--- config.mk ---
export PLATFORM = sky130hd
export DESIGN_NAME = srga_result_queue
export DESIGN_NICKNAME = d
export VERILOG_FILES = /design/src/hdl/srga_pkg.sv /design/src/hdl/srga_result_queue.sv
export SDC_FILE = /design/constraint.sdc
export NUM_CORES = 1
export LEC_CHECK = 0
export ABC_AREA = 1
export ABC_CLOCK_PERIOD_IN_PS = 19400
export BUFFER_PORTS_ARGS = -buffer_cell sky130_fd_sc_hd__buf_2
export CORE_UTILIZATION = 25
export CTS_BUF_LIST = sky130_fd_sc_hd__clkbuf_8 sky130_fd_sc_hd__clkbuf_16
export DETAILED_ROUTE_END_ITERATION = 10
export PLACE_DENSITY = 0.48
export SYNTH_ARGS = -nofsm -noshare
export SYNTH_HDL_FRONTEND = slang
export SYNTH_SLANG_ARGS = --single-unit
--- constraint.sdc ---
create_clock -name clk -period 19.4 [get_ports clk]
set_input_delay 3.88 -clock clk [delete_from_list [all_inputs] [get_ports clk]]
set_output_delay 3.88 -clock clk [all_outputs]
set_load 0.03 [all_outputs]
--- src/hdl/srga_pkg.sv ---
// Shared types and constants for the sorted-run group aggregator.
// No dependencies; imported by every module of the block.
package srga_pkg;

    // Fixed field widths of the row and result channels
    localparam int FIELD_W     = 64;
    localparam int KEY_W       = 64;
    localparam int MAX_COLUMNS = 4;
    localparam int CFG_DATA_W  = 8;

    // Result queue geometry
    localparam int QDEPTH = 4;
    localparam int QPTR_W = 2;
    localparam int QCNT_W = 3;

    // Grouping modes (a code of 3 behaves as aggregate)
    localparam logic [1:0] GRP_DUPLICATE = 2'd0;
    localparam logic [1:0] GRP_UNIQUE    = 2'd1;
    localparam logic [1:0] GRP_AGGREGATE = 2'd2;

    // Configuration register indexes
    localparam logic REG_GROUP_MODE = 1'b0;
    localparam logic REG_COLUMN_OPS = 1'b1;

    // Per-column merge operation
    typedef enum logic [1:0] {
        OP_FIRST = 2'd0,
        OP_MAX   = 2'd1,
        OP_MIN   = 2'd2,
        OP_SUM   = 2'd3
    } col_op_t;

    // One emitted group
    typedef struct packed {
        logic [KEY_W-1:0]                      key;
        logic [MAX_COLUMNS-1:0][FIELD_W-1:0]   values;
        logic [MAX_COLUMNS-1:0]                nulls;
        logic                                  run_end;
    } result_t;

endpackage

--- src/hdl/srga_result_queue.sv ---
// Small result queue that takes up to two groups per cycle and hands out
// one per output request. Depends on srga_pkg.
module srga_result_queue (
    input  logic                          clk,
    input  logic                          rst_n,
    input  logic [1:0]                    push_cnt,
    input  srga_pkg::result_t [1:0]       push_data,
    input  logic                          out_ready,
    output logic                          out_valid,
    output srga_pkg::result_t             head,
    output logic [srga_pkg::QCNT_W-1:0]   count
);
    import srga_pkg::*;

    result_t             mem [QDEPTH];
    logic [QPTR_W-1:0]   wr_ptr_reg;
    logic [QPTR_W-1:0]   wr_ptr_next;
    logic [QPTR_W-1:0]   rd_ptr_reg;
    logic [QPTR_W-1:0]   rd_ptr_next;
    logic [QCNT_W-1:0]   count_reg;
    logic [QCNT_W-1:0]   count_next;
    logic                pop;

    assign out_valid = (count_reg != '0);
    assign head      = mem[rd_ptr_reg];
    assign count     = count_reg;
    assign pop       = out_valid && out_ready;

    // Advance pointers and occupancy
    always_comb
    begin
        wr_ptr_next = wr_ptr_reg + QPTR_W'(push_cnt);
        rd_ptr_next = rd_ptr_reg + QPTR_W'(pop);
        count_next  = count_reg + QCNT_W'(push_cnt) - QCNT_W'(pop);
    end

    always_ff @(posedge clk or negedge rst_n)
    begin
        if (!rst_n)
        begin
            wr_ptr_reg <= '0;
            rd_ptr_reg <= '0;
            count_reg  <= '0;
        end
        else
        begin
            wr_ptr_reg <= wr_ptr_next;
            rd_ptr_reg <= rd_ptr_next;
            count_reg  <= count_next;
        end
    end

    // Write one or two entries
    always_ff @(posedge clk)
    begin
        if (push_cnt != 2'd0)
            mem[wr_ptr_reg] <= push_data[0];
        if (push_cnt == 2'd2)
            mem[wr_ptr_reg + QPTR_W'(1)] <= push_data[1];
    end

endmodule

==> metrics.csv <==
metric,value,unit
via/cell ratio,4.673,
Hold Startpoint,rd_ptr_reg[1],
Fin Setup TNS,0,ns
Min-Delay Path Class,register to register,
Initial DRC Count,4259,
max reg flops,1300,
Cell variety after synth,21,
grt ovf,0,
# clock sinks,1307,
status,"complete, no violations",
CTS H-Tree Depth,4,
Finished Cell Area,75510,sq um
Area Growth Syn to Fin,18.92,%
total core area,251900,sq um
first-pass GRT wire length,324700,um
I/O pins,984,
Crit Path Max Fanout,119,
Worst slew margin,22.98,%
# hold bufs at CTS,0,
post-synth top area share,61.48,%
Setup Buffers After CTS,0,
"flops & latches, synth",1307,
Ys Warns,0,
fin cells,10976,
vias after detailed routing,51288,
CTS Buffer Depth,3,
Critical Path Start,rd_ptr_reg[0],
First-pass DRT Iterations,6,
worst skew pair latency,0.79,ns
starting density of the core,25.21,%
Routed WL per cell,20.27,um
Clock Skews,0.01685,ns
CP Launch Type,register,
crit share post-route,47.18,%
gp weighted congestion,0.8133,
Total Nets Final,8112,
RSZ-0062 raised after global routing,no,
Final setup violation count,0,
Setup crit end kind,primary output,
Max Freq,0.1093,GHz
Pleak,30.60,nW
die width,506.0,um
Reg-to-Reg Start,wr_ptr_reg[1],
largest net degree at the start of global routing,207,
# Max-Cap Violations,0,
placed insts,10641,
share of layout cells above drive strength 1,16.86,%
crit path kind,register to primary output,
clock-pin slew of the registers on the worst-case setup and hold paths,0.06,ns
dominant cell type by area after synthesis,edfxtp_1,
clock root cell,clkbuf_16,
fill count,26494,
post-cts resize count,0,
detailed placer's ending HPWL,140700,um
Die Span Y,506.0,um
setup ws final,10.25,ns
final wirelength,222500,um
Mapped Area,63490,sq um
DP Worst Slack,10.08,ns
total CTS buffers,158,
CTS tree,done,
crit path DAT,5.27,ns
Post-DRT Antenna Nets,0,
initial antenna violation count,120,
Worst EP required,15.52,ns
Slew @ Worst Pin,1.155,ns
row count,184,
Total Routing Usage GR,16.76,%
Syn Inst Count,6739,
placed cell areas,70470,sq um
Cell Pwr Density,169.1,nW/um^2
# DRC,0,
register area share after synthesis,61.76,%
syn_nets,7398,
IO Port Bufs,983,
Pins Over Slew Limit,0,
DIE AREA,256000,sq um
vias in the first global route,47847,
Synth Area per Inst,9.422,sq um
largest cells by area after synthesis,"edfxtp_1 61%, o21ai_0 12%, nand2_1 7.8%",
minimum clock period,9.153,ns
Peak supply drop,0.1282,mV
final hold violation count,0,
stage by stage:
step	power (mW)	hold slack (ns)	util, %
detailed placement	10.07	0.5821	27.98
global route	13.49	0.6196	29.95
CTS	12.97	0.5966	29.93
finish	12.77	0.5957	29.98
floorplan	8.394	0.4419	-
global placement	10.03	0.5797	27.98
cells in the mapped netlist, drive strengths merged:
| master | count |
|---|---|
| nand3 | 4 |
| xnor2 | 1 |
| dfrtp | 7 |
| nand2 | 1323 |
| ha | 3 |
| clkbuf | 172 |
| nor2 | 980 |
| nand4 | 2 |
| fa | 1 |
| o21ai | 2276 |
| xor2 | 1 |
| edfxtp | 1300 |
| buf | 333 |
| inv | 336 |
placed cells by master, fill, tap and decap left out, drive strengths merged:
cell type,instances
buf,1059
bufinv,9
clkbuf,160
clkinv,70
clkinvlp,4
dfrtp,7
diode,49
edfxtp,1300
fa,1
ha,3
inv,379
nand2,1323
nand3,4
nand4,2
nor2,980
o21ai,2276
xnor2,1
xor2,1
cell families after synthesis:
logic type	synth area share, %
adders and majority gates	0.09065
xor gates and xnor gates	0.02759
buffers and inverters	6.511
DFF	61.76
and+or+nand+nor	13.67
AOI/OAI and AO/OA	17.94
path summary, 6_finish.rpt:
check / end / slack [ns] / depth (start not counted)
worst max-delay path: head[161] / 10.25 / 6
worst min-delay path: rd_ptr_reg[1] / 0.60 / 2
worst max register to register: mem[3][8] / 13.73 / 9
worst min register to register: rd_ptr_reg[1] / 0.60 / 2
max in group asynchronous: rd_ptr_reg[0] / 16.22 / 1
min in group asynchronous: wr_ptr_reg[0] / 2.95 / 1
worst max-delay path, cell delays in order (launching register included):
cell     delay [ns]
dfrtp_4        0.98
buf_4          0.77
buf_12         0.47
buf_4          0.78
nor2_1         0.10
o21ai_0        0.57
buf_2          0.35
power by group:
| group | total, mW | switching (mW) | internal (mW) |
|---|---|---|---|
| Sequential | 4.56 | 0.212 | 4.35 |
| Clock | 2.87 | 1.25 | 1.62 |
| Combinational | 5.34 | 4.19 | 1.16 |
layout make-up:
cell class / instances / area (sq um) / area share, %
clock buffer: 160 / 4004 / 5.303
multi-input combinational: 4591 / 20200 / 26.75
sequential: 1307 / 39220 / 51.94
inverter: 336 / 1276 / 1.690
antenna: 49 / 122.6 / 0.1624
timing repair buffer: 1059 / 5590 / 7.404
tap: 3348 / 4189 / 5.548
clock inverter: 126 / 907.1 / 1.201
per-layer routing:
layer / vias to the layer above / global-route usage, % / wire [um] / part of all wire [%]
li1: 24706 / - / - / -
met1: 24484 / 21.11 / 92870 / 42
met2: 1627 / 27.57 / 105700 / 48
met3: 393 / 4.765 / 17470 / 7.9
met4: 78 / 5.296 / 5900 / 2.7
met5: - / 0 / 487 / 0.22
Power figures use the tool's default switching activity.
