**config.mk**
```make
export PLATFORM = sky130hd
export DESIGN_NAME = srga_column
export DESIGN_NICKNAME = d
export VERILOG_FILES = /design/src/hdl/srga_pkg.sv /design/src/hdl/srga_column.sv
export SDC_FILE = /design/constraint.sdc
export NUM_CORES = 1
export LEC_CHECK = 0
export ABC_AREA = 1
export BUFFER_PORTS_ARGS = -buffer_cell sky130_fd_sc_hd__buf_2
export CAP_MARGIN = 30
export CORE_ASPECT_RATIO = 1.4
export CORE_MARGIN = 2
export CORE_UTILIZATION = 60
export DETAILED_ROUTE_END_ITERATION = 6
export GPL_TIMING_DRIVEN = 1
export PLACE_DENSITY_LB_ADDON = 0.1
export SYNTH_ARGS = -nofsm -noshare
export SYNTH_HDL_FRONTEND = slang
export SYNTH_SLANG_ARGS = --single-unit
```
**constraint.sdc**
```tcl
create_clock -name vclk -period 6.73
set_input_delay 0.3365 -clock vclk [all_inputs]
set_output_delay 0.3365 -clock vclk [all_outputs]
set_load 0.03 [all_outputs]
```
**src/hdl/srga_pkg.sv**
```systemverilog
// Shared types and constants for the sorted-run group aggregator.
// No dependencies; imported by every module of the block.
package srga_pkg;

    // Fixed field widths of the row and result channels
    localparam int FIELD_W     = 64;
    localparam int KEY_W       = 64;
    localparam int MAX_COLUMNS = 4;
    localparam int CFG_DATA_W  = 8;

    // Result queue geometry
    localparam int QDEPTH = 4;
    localparam int QPTR_W = 2;
    localparam int QCNT_W = 3;

    // Grouping modes (a code of 3 behaves as aggregate)
    localparam logic [1:0] GRP_DUPLICATE = 2'd0;
    localparam logic [1:0] GRP_UNIQUE    = 2'd1;
    localparam logic [1:0] GRP_AGGREGATE = 2'd2;

    // Configuration register indexes
    localparam logic REG_GROUP_MODE = 1'b0;
    localparam logic REG_COLUMN_OPS = 1'b1;

    // Per-column merge operation
    typedef enum logic [1:0] {
        OP_FIRST = 2'd0,
        OP_MAX   = 2'd1,
        OP_MIN   = 2'd2,
        OP_SUM   = 2'd3
    } col_op_t;

    // One emitted group
    typedef struct packed {
        logic [KEY_W-1:0]                      key;
        logic [MAX_COLUMNS-1:0][FIELD_W-1:0]   values;
        logic [MAX_COLUMNS-1:0]                nulls;
        logic                                  run_end;
    } result_t;

endpackage

```
**src/hdl/srga_column.sv**
```systemverilog
// Merge logic for one value column: folds an incoming nullable value into
// the held aggregate. Depends on srga_pkg.
module srga_column (
    input  logic                          keep,
    input  srga_pkg::col_op_t             op,
    input  logic [srga_pkg::FIELD_W-1:0]  held_value,
    input  logic                          held_null,
    input  logic [srga_pkg::FIELD_W-1:0]  row_value,
    input  logic                          row_null,
    output logic [srga_pkg::FIELD_W-1:0]  merged_value,
    output logic                          merged_null
);
    import srga_pkg::*;

    // Apply the column operation unless the group keeps its first row
    always_comb
    begin
        merged_value = held_value;
        merged_null  = held_null;
        if (!keep)
        begin
            unique case (op)
                OP_FIRST:
                begin
                    merged_value = held_value;
                end
                OP_MAX:
                begin
                    if (!held_null && !row_null)
                    begin
                        if ($signed(held_value) < $signed(row_value))
                            merged_value = row_value;
                    end
                    else if (held_null && !row_null)
                    begin
                        merged_value = row_value;
                        merged_null  = 1'b0;
                    end
                end
                OP_MIN:
                begin
                    if (!held_null && !row_null)
                    begin
                        if ($signed(row_value) < $signed(held_value))
                            merged_value = row_value;
                    end
                    else if (!held_null && row_null)
                    begin
                        merged_null = 1'b1;
                    end
                end
                OP_SUM:
                begin
                    if (!held_null && !row_null)
                    begin
                        merged_value = held_value + row_value;
                    end
                    else if (held_null && !row_null)
                    begin
                        merged_value = row_value;
                        merged_null  = 1'b0;
                    end
                end
                default:
                begin
                    merged_value = held_value;
                end
            endcase
        end
    end

endmodule

```
==> results of run 1 <==
final timing paths:
kind,start,slack (ps),depth (start not counted),endpoint
setup / recovery,held_value[31],2070,23,merged_value[40]
hold / removal,held_value[32],1090,4,merged_value[32]
worst max-delay path, delay by kind of cell:
kind	cells	cell delay, ps
adder cells (fa/ha/maj)	1	410
AND/OR/NAND/NOR	14	2040
AO/OA/AOI/OAI	1	90
buffers and inverters	7	1420
cell usage in the layout, fill, tap and decap left out, types with 2 or more instances in the layout:
cell,instances
a21boi_0,2
nand4_1,28
xor2_1,3
o21ai_1,28
nand2_1,615
o21bai_1,9
o211ai_1,3
a21o_1,12
o21ai_0,121
nand3b_1,16
nand3_1,265
inv_1,430
o22ai_1,64
a21oi_1,196
nor2_4,2
clkinv_1,2
buf_12,3
or2_2,5
nor3_1,24
buf_16,2
nor2_1,407
ha_1,127
buf_2,198
nand2_2,2
o21a_1,6
buf_4,8
inv_2,3
nand2_4,3
a31oi_1,15
final cells by class:
cell class | instances | share of cell area, %
tap | 248 | 2.40
timing repair buffer | 211 | 9.00
multi-input combinational | 1961 | 76.0
inverter | 435 | 12.6
cell families after synthesis:
kind of cell / share of synthesized area [%]
buffers and inverters: 17.2
XOR/XNOR: 0.222
AO/OA/AOI/OAI: 20.8
adder cells (fa/ha/maj): 13.6
AND/OR/NAND/NOR: 48.2
synth_stat cells, drive strengths merged (3+ instances only):
master and instances:
a21o 12, a21oi 196, a31oi 15, buf 40, clkbuf 51, ha 127
inv 433, nand2 620, nand3 267, nand3b 16, nand4 28, nor2 410
nor3 25, o211ai 3, o21a 6, o21ai 149, o21bai 10, o22ai 64
or2 5, xor2 3
report_power, final:
| part | switching (mW) | internal [mW] | leakage, nW | total [mW] |
|---|---|---|---|---|
| clock | 0 | 0 | 0 | 0 |
| sequential | 0 | 0 | 0 | 0 |
| combinational | 0.847 | 0.354 | 7.22 | 1.20 |
| total | 0.847 | 0.354 | 7.22 | 1.20 |
per-layer routing:
layer  global-route usage [%]  share of wire [%]  vias to the layer above
met3                     7.47                8.4                      322
met4                     31.5                8.7                        0
li1                         -                  -                     8201
met2                     81.8                 49                     1132
met5                     1.50                  0                        -
met1                     47.4                 34                     7560
through the flow:
stage	util [%]	cell area [µm²]	setup WS, ps	instances	power (mW)
finish	67.1	13000	2070	2855	1.20
floorplan	-	11900	3610	2487	0.793
global placement	66.6	12900	1830	2851	1.12
detailed placement	66.8	12900	1680	2852	1.15
CTS	66.8	12900	1670	2852	1.16
global route	67.1	13000	1920	2855	1.31
==> impl_results.md, run 1 <==
- Yosys top cell area share: 19.5%
- Worst-margin pin slew: 985 ps
- Largest cells by area after synthesis: nand2_1 (19%), inv_1 (14%), ha_1 (13%), nor2_1 (13%), nand3_1 (11%)
- Final min period: 4660 ps
- Crit-path most repeated cell: nand2_1
- Total global-route track usage: 45.6%
- Outcome: finished with violations
- Hold buffers post-CTS: 0
- Worst Setup End Kind: output pin
- Area leader, netlist: nand2_1
- IO Port Bufs: 198
- Core area: 19300 µm²
- DIE WIDTH: 123 µm
- Antenna Violating Nets Remaining: 0
- Mapped Cells: 2487
- Syn. warnings: 0
- Critical Path Source Type: primary input
- Pin count of the biggest net entering global routing: 126
- Setup_tns: 0 ps
- Crit path arrival time: 4320 ps
- Final setup fails: 0
- Leakage power: 7.22 nW
- Area growth, synth to finish: 9.21%
- Post-layout net count: 2870
- Max Cap Viol: 0
- CP max stage cell: ha_1
- Slew Viols, Final: 0
- DR WL/cell: 17.4 µm
- Slowest stage delay, CP: 410 ps
- Synth cell types: 38
- Mapped Area: 11900 µm²
- Total die area: 20900 µm²
- Cell area power density: 92.7 nW/µm²
- IO Count: 198
- CLK BUF: 0
- Vias after detailed routing: 17200
- Hold Path Class: primary input to output pin
- Footprint of the multi-input gates: 9840 µm²
- Post-cts repair resize count: 0
- Total wire length: 49600 µm
- Max_slew headroom: 34.3%
- Critical-path maximum fanout: 45
- Peak VDD IR: 0.0000956 V
- # diodes: 0
- Register area: 0 µm²
- First-pass GRT wire length: 77000 µm
- Vias in the first global route: 15800
- Seq_cells: 0
- GRT overflow: 0
- Fillers: 1856
- Global placer's final weighted congestion: 1.07
- Final Hold Slack: 1090 ps
- Final Cycle Share: 69.2%
- Die height: 170 µm
- Initial core utilization: 61.5%
- Row cnt: 60
- Via density: 6.03
- Unrepaired setup endpoints after global routing: false
- Endpoints failing hold: 0
- Router iterations before antenna repair: 7
- DRC: 2
- Initial antenna violation count: 0
- Synthesized area per cell: 4.77 µm²
- Syn_nets: 2748
- CP required: 6390 ps
- # Post-CTS Setup Buffers: 0
- Failing checks: design-rule violations
- Critical Path, Cell by Cell: buf_2 > inv_1 > ha_1 > nand2_1 > inv_1 > nand2_1 > nor2_1 > nand2_1 > nor2_1 > nand2_1 > nand2_1 > o21bai_2 > nand3_2 > nand3_4 > buf_12 > inv_2 > buf_12 > nand2_1 > nand3_1 > nand3_1 > nor2_1 > nor2_1 > buf_2
- Iteration-0 DRC count of the detailed router: 1937
- Max Fclk: 215 MHz
- Crit Path Class: primary input to output pin
- Sequential area share after synthesis: 0%
- Post-detail-place hpwl: 38200 µm
- Share of cells above drive strength 1: 8.86%
Power figures use the tool's default switching activity.
==> inputs of run 2 (changes only) <==
--- a/config.mk
+++ b/config.mk
@@ -10,7 +10,7 @@
 export CAP_MARGIN = 30
 export CORE_ASPECT_RATIO = 1.4
 export CORE_MARGIN = 2
-export CORE_UTILIZATION = 60
+export CORE_UTILIZATION = 55
 export DETAILED_ROUTE_END_ITERATION = 6
 export GPL_TIMING_DRIVEN = 1
 export PLACE_DENSITY_LB_ADDON = 0.1
==> constraint.sdc (replaced) <==
create_clock -name vclk -period 3.9
set_input_delay 0.195 -clock vclk [all_inputs]
set_output_delay 0.195 -clock vclk [all_outputs]
set_load 0.03 [all_outputs]
==> impl_results.md, run 2 (synthesis gave the netlist of run 1 again) <==
- Post-layout net count: 2880 (+0.35%)
- Vias after detailed routing: 16900 (-2.0%)
- Router iterations before antenna repair: 7 (unchanged)
- GRT overflow: 0 (unchanged)
- Total die area: 22800 µm² (+8.8%)
- Outcome: finished with violations
- Worst Setup End Kind: output pin
- CP required: 3700 ps (-2690 ps)
- Final setup fails: 0 (unchanged)
- Max_slew headroom: 34.9% (+0.59 points)
- Placed Area: 13100 µm² (+1.4%)
- Hold buffers post-CTS: 0 (unchanged)
- DRC: 1 (-1)
- Crit path arrival time: 3570 ps (-750 ps)
- Seq_cells: 0 (unchanged)
- Critical-path maximum fanout: 7 (-84%)
- Unrepaired setup endpoints after global routing: false
- Pin count of the biggest net entering global routing: 125 (-0.79%)
- Most frequent cells in the layout: nand2_1 (615), inv_1 (430), nor2_1 (407), nand3_1 (265), buf_2 (198)
- Max Cap Viol: 0 (unchanged)
- Slew Viols, Final: 0 (unchanged)
- # diodes: 0 (unchanged)
- Antenna Violating Nets Remaining: 0 (unchanged)
- Critical Path Source Type: primary input
- Util after Layout: 61.6% (-5.5 points)
- Row cnt: 63 (+5.0%)
- Design area: 13100 µm² (+0.87%)
- Max Fclk: 266 MHz
- Post-detail-place hpwl: 40200 µm (+5.0%)
- Die height: 178 µm (+4.3%)
- Core area: 21200 µm² (+9.9%)
- Register area: 0 µm² (unchanged)
- Worst-margin pin slew: 973 ps (-12.3 ps)
- Vias in the first global route: 15600 (-1.1%)
- DR WL/cell: 17.5 µm (+0.85%)
- DIE WIDTH: 128 µm (+4.3%)
- Failing checks: design-rule violations
- Share of cells above drive strength 1: 9.21% (+0.35 points)
- Area growth, synth to finish: 10.2%
- CLK BUF: 0 (unchanged)
- Final Cycle Share: 96.4%
- Post-cts repair resize count: 0 (unchanged)
- Total global-route track usage: 42.4% (-3.2 points)
- Initial antenna violation count: 0 (unchanged)
- IO Port Bufs: 198 (unchanged)
- IO Count: 198 (unchanged)
- Total wire length: 50400 µm (+1.6%)
- Iteration-0 DRC count of the detailed router: 1367 (-29%)
- Setup_tns: 0 ps (unchanged)
- Cell area power density: 159 nW/µm² (+72%)
- Via density: 5.87 (-2.7%)
- Leakage power: 7.28 nW (+0.79%)
- First-pass GRT wire length: 78100 µm (+1.4%)
- Final min period: 3760 ps
- Endpoints failing hold: 0 (unchanged)
- Crit Path Class: primary input to output pin
- Hold Path Class: primary input to output pin
- Global placer's final weighted congestion: 1.05 (-1.9%)
- Commonest non-fill, non-tap cell in the layout: nand2_1
- Peak VDD IR: 0.0000874 V (-8.5%)
- # Post-CTS Setup Buffers: 0 (unchanged)
- Initial core utilization: 55.9% (-5.5 points)
==> run 2: cell count changes in the layout (fill, tap and decap cells not counted), sizes merged <==
cell	before	now
buf	211	221
==> run 2: layout make-up <==
class / instances / area (µm²)
fillers: 2175 / 8140
well taps: 260 / 325
repair buffers: 221 / 1260
multi-input cells: 1961 / 9840
inverters: 435 / 1630
==> run 2: worst max-delay path: stages <==
cell,delay [ps]
buf_2,130
inv_1,60
ha_1,380
or2_2,340
o21ai_0,650
nor2_1,110
nand2_1,260
nand2_1,140
nand2_1,230
nand4_1,320
nand2_1,140
nand2_1,50
nand3_1,90
nand2_1,70
nand3b_1,80
nand2_1,70
inv_1,50
buf_2,180
==> run 2: where the power goes <==
group | internal, mW | leakage, nW | switching [mW] | total [mW]
clock network | 0 | 0 | 0 | 0
registers | 0 | 0 | 0 | 0
logic | 0.629 | 7.28 | 1.45 | 2.08
total | 0.629 | 7.28 | 1.45 | 2.08
==> run 2: routing by layer <==
layer	track usage, %	up-vias	wire length [µm]
li1	-	8231	-
met2	78.3	884	24800
met3	5.13	239	3410
met4	29.7	0	4110
met1	44.0	7520	18000
met5	0	-	0
==> run 2: metrics by stage <==
step | setup WS (ps) | power [mW] | hold slack [ps] | instances
floorplan | 1070 | 1.37 | 602 | 2487
global placement | 393 | 1.97 | 814 | 2876
detailed placement | 353 | 2.02 | 813 | 2877
CTS | 345 | 2.03 | 814 | 2877
global route | 73.0 | 2.28 | 834 | 2877
finish | 139 | 2.08 | 827 | 2877
==> run 2: worst paths after layout <==
| path | start | to | slack [ps] | cells past startpoint |
|---|---|---|---|---|
| setup / recovery | held_value[13] | merged_value[63] | 140 | 18 |
| hold / removal | held_value[10] | merged_value[10] | 830 | 4 |
